**src/design/psp_pkg.sv**
```systemverilog
`timescale 1ns / 1ps

package psp_pkg;

   // Parser phases. The width start phase always hands a character on to a later
   // phase, so its code is never held in the state register.
   localparam logic [3:0] PH_START  = 4'd0;
   localparam logic [3:0] PH_FLAGS  = 4'd1;
   localparam logic [3:0] PH_WSTART = 4'd2;
   localparam logic [3:0] PH_WDIG   = 4'd3;
   localparam logic [3:0] PH_DOTQ   = 4'd4;
   localparam logic [3:0] PH_PSTART = 4'd5;
   localparam logic [3:0] PH_PDIG   = 4'd6;
   localparam logic [3:0] PH_LEN    = 4'd7;
   localparam logic [3:0] PH_DONE   = 4'd8;
   localparam logic [3:0] PH_BAD    = 4'd9;

   localparam logic [7:0] CH_NUL     = 8'h00;
   localparam logic [7:0] CH_PERCENT = 8'h25;
   localparam logic [7:0] CH_PLUS    = 8'h2B;
   localparam logic [7:0] CH_MINUS   = 8'h2D;
   localparam logic [7:0] CH_SPACE   = 8'h20;
   localparam logic [7:0] CH_ZERO    = 8'h30;
   localparam logic [7:0] CH_HASH    = 8'h23;
   localparam logic [7:0] CH_STAR    = 8'h2A;
   localparam logic [7:0] CH_DOT     = 8'h2E;

   localparam logic [1:0] FILL_NONE  = 2'd0;
   localparam logic [1:0] FILL_SPACE = 2'd1;
   localparam logic [1:0] FILL_ZERO  = 2'd2;

   localparam logic [31:0] SAT_MAX = 32'h7FFF_FFFF;

   typedef struct packed {
      logic              plus_seen;
      logic              minus_seen;
      logic [1:0]        fill_sel;
      logic              hash_seen;
      logic              have_width;
      logic signed [31:0] width_acc;
      logic signed [31:0] prec_acc;
      logic [7:0]        conv_seen;
      logic              bad_seen;
   } spec_fields_type;

   typedef struct packed {
      logic [3:0]      phase;
      spec_fields_type fields;
   } parse_state_type;

   localparam parse_state_type STATE_RESET = '{
      phase:  PH_START,
      fields: '{
         plus_seen:  1'b0,
         minus_seen: 1'b0,
         fill_sel:   FILL_NONE,
         hash_seen:  1'b0,
         have_width: 1'b0,
         width_acc:  32'sd0,
         prec_acc:   -32'sd1,
         conv_seen:  8'h00,
         bad_seen:   1'b0
      }
   };

   function automatic logic is_digit(input logic [7:0] c);
      return (c >= 8'h30) && (c <= 8'h39);
   endfunction

   function automatic logic is_length(input logic [7:0] c);
      return c inside {8'h61, 8'h68, 8'h6C, 8'h4C, 8'h6D};
   endfunction

   function automatic logic is_conv(input logic [7:0] c);
      return c inside {8'h63, 8'h73, 8'h64, 8'h69, 8'h6F, 8'h78, 8'h58, 8'h75,
                       8'h66, 8'h46, 8'h65, 8'h45, 8'h61, 8'h41, 8'h67, 8'h47,
                       8'h6E, 8'h70};
   endfunction

   // Decimal accumulate, acc * 10 + digit, saturating at the largest int.
   function automatic logic [31:0] accumulate(input logic [31:0] acc, input logic [7:0] c);
      logic [35:0] v;
      v = ({4'b0, acc} << 3) + ({4'b0, acc} << 1) + {32'b0, c[3:0]};
      return (v > {4'b0, SAT_MAX}) ? SAT_MAX : v[31:0];
   endfunction

endpackage

```
**src/design/psp_step.sv**
```systemverilog
`timescale 1ns / 1ps

// Next parser state for one non-NUL character. The phases are tried in
// grammar order; a character that a phase does not take falls to the next one.
module psp_step (
   input  psp_pkg::parse_state_type cur,
   input  logic [7:0]               ch,
   input  logic signed [31:0]       star,
   output psp_pkg::parse_state_type nxt
);

   logic [3:0] ph;
   logic       done;

   always_comb begin
      nxt  = cur;
      ph   = cur.phase;
      done = 1'b0;

      if (ph == psp_pkg::PH_START) begin
         ph = psp_pkg::PH_FLAGS;
         if (ch == psp_pkg::CH_PERCENT) begin
            done = 1'b1;
         end
      end

      if (!done && ph == psp_pkg::PH_FLAGS) begin
         done = 1'b1;
         case (ch)
            psp_pkg::CH_PLUS:  nxt.fields.plus_seen  = 1'b1;
            psp_pkg::CH_MINUS: nxt.fields.minus_seen = 1'b1;
            psp_pkg::CH_SPACE: nxt.fields.fill_sel   = psp_pkg::FILL_SPACE;
            psp_pkg::CH_ZERO:  nxt.fields.fill_sel   = psp_pkg::FILL_ZERO;
            psp_pkg::CH_HASH:  nxt.fields.hash_seen  = 1'b1;
            default: begin
               done = 1'b0;
               ph   = psp_pkg::PH_WSTART;
            end
         endcase
      end

      if (!done && ph == psp_pkg::PH_WSTART) begin
         if (psp_pkg::is_digit(ch)) begin
            nxt.fields.have_width = 1'b1;
            nxt.fields.width_acc  = {28'b0, ch[3:0]};
            ph   = psp_pkg::PH_WDIG;
            done = 1'b1;
         end else if (ch == psp_pkg::CH_STAR) begin
            nxt.fields.have_width = 1'b1;
            nxt.fields.width_acc  = star;
            ph   = psp_pkg::PH_DOTQ;
            done = 1'b1;
         end else begin
            ph = psp_pkg::PH_DOTQ;
         end
      end

      if (!done && ph == psp_pkg::PH_WDIG) begin
         if (psp_pkg::is_digit(ch)) begin
            nxt.fields.width_acc = psp_pkg::accumulate(cur.fields.width_acc, ch);
            done = 1'b1;
         end else begin
            ph = psp_pkg::PH_DOTQ;
         end
      end

      if (!done && ph == psp_pkg::PH_DOTQ) begin
         if (ch == psp_pkg::CH_DOT) begin
            ph   = psp_pkg::PH_PSTART;
            done = 1'b1;
         end else begin
            ph = psp_pkg::PH_LEN;
         end
      end

      if (!done && ph == psp_pkg::PH_PSTART) begin
         if (psp_pkg::is_digit(ch)) begin
            nxt.fields.prec_acc = {28'b0, ch[3:0]};
            ph   = psp_pkg::PH_PDIG;
            done = 1'b1;
         end else if (ch == psp_pkg::CH_STAR) begin
            nxt.fields.prec_acc = star;
            ph   = psp_pkg::PH_LEN;
            done = 1'b1;
         end else begin
            ph = psp_pkg::PH_LEN;
         end
      end

      if (!done && ph == psp_pkg::PH_PDIG) begin
         if (psp_pkg::is_digit(ch)) begin
            nxt.fields.prec_acc = psp_pkg::accumulate(cur.fields.prec_acc, ch);
            done = 1'b1;
         end else begin
            ph = psp_pkg::PH_LEN;
         end
      end

      if (!done) begin
         if (ph == psp_pkg::PH_LEN && psp_pkg::is_length(ch)) begin
            // Length modifiers are accepted and dropped.
         end else if (ph == psp_pkg::PH_LEN && psp_pkg::is_conv(ch)) begin
            nxt.fields.conv_seen = ch;
            ph = psp_pkg::PH_DONE;
         end else begin
            nxt.fields.bad_seen = 1'b1;
            ph = psp_pkg::PH_BAD;
         end
      end

      nxt.phase = ph;
   end

endmodule

```
**src/design/printf_spec_parser_top.sv**
```systemverilog
`timescale 1ns / 1ps

// Channel   Direction  Handshake              Payload
// req       in         req_valid / req_stall  req_ch, req_star_value
// rsp       out        rsp_valid / rsp_stall  rsp_sign_plus ... rsp_spec_valid
//
// One character per cycle while req_stall is low. A character is registered, then the
// parser state is updated from it; a NUL beat loads the result register once no
// result is stalled, and returns the parser to its start state.
// Synchronous active-high reset clears the parser state and both valid flags.
// Only a NUL waiting behind an untaken result holds the input stage, so
// req_stall rises only while a result is stalled and another NUL is queued.
module printf_spec_parser_top (
   input  logic               clock,
   input  logic               reset,
   input  logic               req_valid,
   output logic               req_stall,
   input  logic [7:0]         req_ch,
   input  logic signed [31:0] req_star_value,
   output logic               rsp_valid,
   input  logic               rsp_stall,
   output logic               rsp_sign_plus,
   output logic               rsp_left_align,
   output logic [1:0]         rsp_fill_mode,
   output logic               rsp_alt_form,
   output logic               rsp_width_given,
   output logic signed [31:0] rsp_field_width,
   output logic signed [31:0] rsp_prec_value,
   output logic [7:0]         rsp_conv_char,
   output logic               rsp_spec_valid
);

   logic                      in_valid_ff;
   logic [7:0]                in_ch_ff;
   logic signed [31:0]        in_star_ff;
   psp_pkg::parse_state_type  state_ff;
   psp_pkg::parse_state_type  state_in;
   psp_pkg::parse_state_type  step_nxt;
   psp_pkg::spec_fields_type  rsp_ff;
   logic                      rsp_valid_ff;
   logic                      in_nul;
   logic                      in_go;
   logic                      req_take;

   assign in_nul    = (in_ch_ff == psp_pkg::CH_NUL);
   assign in_go     = in_valid_ff && (!in_nul || !rsp_valid_ff || !rsp_stall);
   assign req_stall = in_valid_ff && !in_go;
   assign req_take  = req_valid && !req_stall;

   psp_step u_step (
      .cur  (state_ff),
      .ch   (in_ch_ff),
      .star (in_star_ff),
      .nxt  (step_nxt)
   );

   always_comb begin
      state_in = state_ff;
      if (in_go) begin
         state_in = in_nul ? psp_pkg::STATE_RESET : step_nxt;
      end
   end

   always_ff @(posedge clock) begin
      if (reset) begin
         in_valid_ff  <= 1'b0;
         rsp_valid_ff <= 1'b0;
         state_ff     <= psp_pkg::STATE_RESET;
      end else begin
         if (req_take) begin
            in_valid_ff <= 1'b1;
         end else if (in_go) begin
            in_valid_ff <= 1'b0;
         end
         if (in_go && in_nul) begin
            rsp_valid_ff <= 1'b1;
         end else if (!rsp_stall) begin
            rsp_valid_ff <= 1'b0;
         end
         state_ff <= state_in;
      end
   end

   always_ff @(posedge clock) begin
      if (req_take) begin
         in_ch_ff   <= req_ch;
         in_star_ff <= req_star_value;
      end
      if (in_go && in_nul) begin
         rsp_ff <= state_ff.fields;
      end
   end

   assign rsp_valid       = rsp_valid_ff;
   assign rsp_sign_plus   = rsp_ff.plus_seen;
   assign rsp_left_align  = rsp_ff.minus_seen;
   assign rsp_fill_mode   = rsp_ff.fill_sel;
   assign rsp_alt_form    = rsp_ff.hash_seen;
   assign rsp_width_given = rsp_ff.have_width;
   assign rsp_field_width = rsp_ff.width_acc;
   assign rsp_prec_value  = rsp_ff.prec_acc;
   assign rsp_conv_char   = rsp_ff.conv_seen;
   assign rsp_spec_valid  = !rsp_ff.bad_seen;

endmodule
```
**config.mk**
```make
export PLATFORM = sky130hd
export DESIGN_NAME = printf_spec_parser_top
export DESIGN_NICKNAME = d
export VERILOG_FILES = /design/src/design/psp_pkg.sv /design/src/design/psp_step.sv /design/src/design/printf_spec_parser_top.sv
export SDC_FILE = /design/constraint.sdc
export NUM_CORES = 1
export LEC_CHECK = 0
export BUFFER_PORTS_ARGS = -buffer_cell sky130_fd_sc_hd__buf_2
export CAP_MARGIN = 20
export CORE_AREA = 8 8 137 202
export CTS_CLUSTER_SIZE = 8
export DETAILED_ROUTE_END_ITERATION = 6
export DIE_AREA = 0 0 145 210
export GPL_ROUTABILITY_DRIVEN = 0
export PLACE_DENSITY = 0.74
export SYNTH_ARGS = -nofsm -noshare
export SYNTH_HDL_FRONTEND = slang
export SYNTH_SLANG_ARGS = --single-unit
```
**constraint.sdc**
```tcl
create_clock -name clock -period 16.75 [get_ports clock]
set_input_delay 3.35 -clock clock [delete_from_list [all_inputs] [get_ports clock]]
set_output_delay 3.35 -clock clock [all_outputs]
set_load 0.02 [all_outputs]
```
==> summary.md <==
| Metric | Value |
|---|---|
| I/O pins | 125 |
| Initial core utilization | 53.9% |
| CTS tree | done |
| Synth unique cells | 86 |
| Placed Area | 0.0136 mm^2 |
| Syn avg cell area | 9.43 um^2 |
| Final instance area | 0.0145 mm^2 |
| Status | finished clean |
| Final HPWL DP | 25900 um |
| Final global-route overflow total | 0 |
| Cells after Synth | 1417 |
| Clk Latency, worst-skew pair | 0.55 ns |
| Core ar. | 0.0248 mm^2 |
| H-tree Lvls | 1 |
| Peak supply drop | 0.0879 mV |
| Post-Place Cells | 1735 |
| Area growth syn-to-layout | 8.28% |
| Die Span Y | 210 um |
| # Post-CTS Setup Buffers | 0 |
| Root buf cell | clkbuf_16 |
| PwrDens | 82.9 mW/mm^2 |
| CP arrival | 4.07 ns |
| Max-cap viol count | 0 |
| First-pass GRT wire length | 56500 um |
| Total track usage | 22.5% |
| DRC | 0 |
| Routed wire length | 35400 um |
| F_max | 135 MHz |
| Num CTS Buffers | 29 |
| Relative slew slack | 26.2% |
| Worst slew pin tran | 1.11 ns |
| Die ar. | 0.0305 mm^2 |
| Sw Share | 24.6% |
| Clock Skews | 0.0157 ns |
| Synth Warn # | 0 |
| CTS resizes | 0 |
| Critical Path Source Type | input port |
| Nets | 1612 |
| Final ANT Viol Nets | 0 |
| Drt wl/cell | 19.8 um |
| Max-slew violation count | 0 |
| LEAKAGE | 0.00587 uW |
| Most common flop cell mapped by yosys | edfxtp_1 |
| Setup Viol. Count Final | 0 |
| FF-to-FF Start | in_ch_ff[3]$_DFFE_PP_ |
| R2r endpoint | state_ff[65]$_SDFFE_PP0P_ |
| Part of the power in registers | 46.3% |
| Period utilization | 44.3% |
| Vias in the first global route | 10929 |
| Seq/Total Area, Yosys | 39.5% |
| Asr flop ratio synth | 0% |
| DR vias | 11171 |
| Final Hold Fails | 0 |
| Crit. Startpoint | rsp_stall |
| # rows | 71 |
| DRT Pass-1 Iters | 5 |
| Power Total | 1200 uW |
| Combinational power share | 9.5% |
| Clock transition at the registers of the reported paths | 0.05 ns |
| Crit-path max FO | 4 |
| R2R Setup Slk | 11.94 ns |
| Util after Layout | 58.4% |
| Yosys reg bits | 204 |
| Hold Path Class | flop to flop |
| Critical Path End | req_stall |
| Final std cells w/o fill | 1788 |
| Share of cells above drive strength 1 | 13.1% |
| CTS Hold Bufs | 0 |
| P_sw | 295 uW |
| Clock Power Share | 44.2% |
| Unrepaired setup endpoints after global routing | false |
| Die width | 145 um |
| Worst-case reg-to-reg path depth | 13 |
| Clock Sinks | 204 |
| EDFF count, synth | 119 |
| P_int | 904 uW |
| Critical Path RT | 13.40 ns |
| Largest net degree at the start of global routing | 65 |
| Minimum clock period | 7.42 ns |
| Number of DRC markers in iteration 0 | 875 |
| Max clock buf depth | 3 |
| Initial antenna violation count | 0 |
| Buffers on Ports | 124 |
| Worst Setup End Kind | output pin |
| TNS Setup | 0 ns |
| Crit path kind | input port to output pin |
| Synthesized net count | 1591 |
| Vias per cell | 6.25 |
| Post-Syn Area | 0.0134 mm^2 |
-- cell families after synthesis --
kind of cell | count (synthesis) | share of synthesized area (%)
compound gates | 485 | 23.6
xor+xnor | 51 | 3.34
fa+ha+maj | 130 | 12.4
buf+inv | 163 | 6.97
flops | 204 | 39.5
mux | 3 | 0.244
simple gates | 381 | 14.0
-- synth_stat cells (all sizes together), types with 4 or more instances --
| cell | instances | area share [%] |
|---|---|---|
| a2111oi | 4 | 0.41 |
| or2 | 5 | 0.23 |
| nand4 | 15 | 0.70 |
| a32oi | 20 | 1.3 |
| nor4 | 6 | 0.39 |
| nor3b | 6 | 0.34 |
| a21boi | 6 | 0.34 |
| fa | 4 | 0.60 |
| o21ai | 87 | 3.3 |
| nand2 | 95 | 2.7 |
| o31a | 6 | 0.39 |
| a21oi | 159 | 6.0 |
| ha | 126 | 12 |
| xor2 | 25 | 1.6 |
| a31oi | 39 | 1.8 |
| nor2 | 119 | 3.3 |
| dfxtp | 85 | 13 |
| nand3 | 24 | 0.90 |
| o21bai | 11 | 0.62 |
| buf | 96 | 5.1 |
| a41oi | 4 | 0.26 |
| or3 | 9 | 0.42 |
| a22oi | 8 | 0.45 |
| and3 | 9 | 0.43 |
| o21a | 11 | 0.62 |
| o22ai | 6 | 0.28 |
| nand2b | 16 | 0.75 |
| a211oi | 27 | 1.5 |
| nor3 | 30 | 1.1 |
| xnor2 | 26 | 1.7 |
| o211ai | 7 | 0.39 |
| edfxtp | 119 | 27 |
| a21o | 30 | 1.7 |
| a221oi | 8 | 0.52 |
| nor2b | 16 | 0.75 |
| o31ai | 14 | 0.89 |
| a211o | 4 | 0.26 |
| and2 | 13 | 0.61 |
| inv | 16 | 0.45 |
| a311oi | 10 | 0.66 |
| clkbuf | 51 | 1.4 |
-- per-stage QoR --
step / hold WS, ns / worst slack (ns)
2_1_floorplan: 0.401 / 9.22
3_3_place_gp: 0.417 / 9.35
3_5_place_dp: 0.418 / 9.32
4_1_cts: 0.428 / 9.32
5_1_grt: 0.437 / 9.30
6_report: 0.427 / 9.33
-- placed cells by master (no fill, tap or decap), types with 26 or more instances in the layout --
| master | count |
|---|---|
| a21oi_1 | 158 |
| edfxtp_1 | 119 |
| a31oi_1 | 39 |
| nor2_1 | 118 |
| xnor2_1 | 26 |
| ha_1 | 126 |
| dfxtp_1 | 85 |
| a211oi_1 | 27 |
| o21ai_0 | 84 |
| buf_2 | 124 |
| nor3_1 | 29 |
| nand2_1 | 95 |
| a21o_1 | 29 |
| clkbuf_16 | 29 |
-- power by group through the flow --
stage          clock, uW  sequential [uW]  combinational (uW)
3_3_place_gp           0              564                 110
5_1_grt              558              555                 125
2_1_floorplan          0              554                86.3
4_1_cts              536              554                 112
6_report             530              555                 114
3_5_place_dp           0              564                 111
-- worst min path at each step --
| stage | slack [ns] | startpoint | to | depth (start not counted) |
|---|---|---|---|---|
| final | 0.43 | state_ff[3]$_SDFFE_PP0P_ | rsp_conv_char[2]$_DFFE_PP_ | 0 |
| after global routing | 0.44 | state_ff[3]$_SDFFE_PP0P_ | rsp_conv_char[2]$_DFFE_PP_ | 0 |
| after CTS | 0.43 | state_ff[75]$_SDFFE_PP0P_ | rsp_fill_mode[0]$_DFFE_PP_ | 0 |
| after detailed placement | 0.42 | state_ff[3]$_SDFFE_PP0P_ | rsp_conv_char[2]$_DFFE_PP_ | 0 |
| after global placement | 0.42 | state_ff[8]$_SDFFE_PP0P_ | rsp_conv_char[7]$_DFFE_PP_ | 0 |
| after floorplan | 0.40 | state_ff[8]$_SDFFE_PP0P_ | rsp_conv_char[7]$_DFFE_PP_ | 0 |
-- layout make-up --
cell class	count	area [um^2]
Antenna cell	1	2.50
Clock buffer	50	805
Clock inverter	2	13.8
Fill cell	2131	10300
Inverter	16	60.1
Multi-Input combinational cell	1050	7180
Sequential cell	204	5280
Tap cell	328	410
Timing Repair Buffer	137	718
-- critical path, cell delays in order --
cell and delay [ns]:
buf_2 0.07, nand2_1 0.12, nor2_1 0.29, buf_2 0.23
-- sequential cells by signal (all words and copies together) (netlist names) --
| register | cells |
|---|---|
| state_ff | 83 |
| in_star_ff | 32 |
| rsp_field_width | 32 |
| rsp_prec_value | 32 |
| in_ch_ff | 8 |
| rsp_conv_char | 8 |
| rsp_fill_mode | 2 |
| in_valid_ff | 1 |
| rsp_alt_form | 1 |
| rsp_ff | 1 |
| rsp_left_align | 1 |
| rsp_sign_plus | 1 |
| rsp_valid | 1 |
| rsp_width_given | 1 |
-- per-layer routing --
layer	GRT usage [%]	up-vias	part of all wire, %
met5	0	-	0
met4	10.6	0	3.9
met3	3.26	91	5.9
met2	40.4	401	51
met1	25.9	5342	39
li1	-	5337	-
Note: power is estimated with default switching activity, not from simulation.
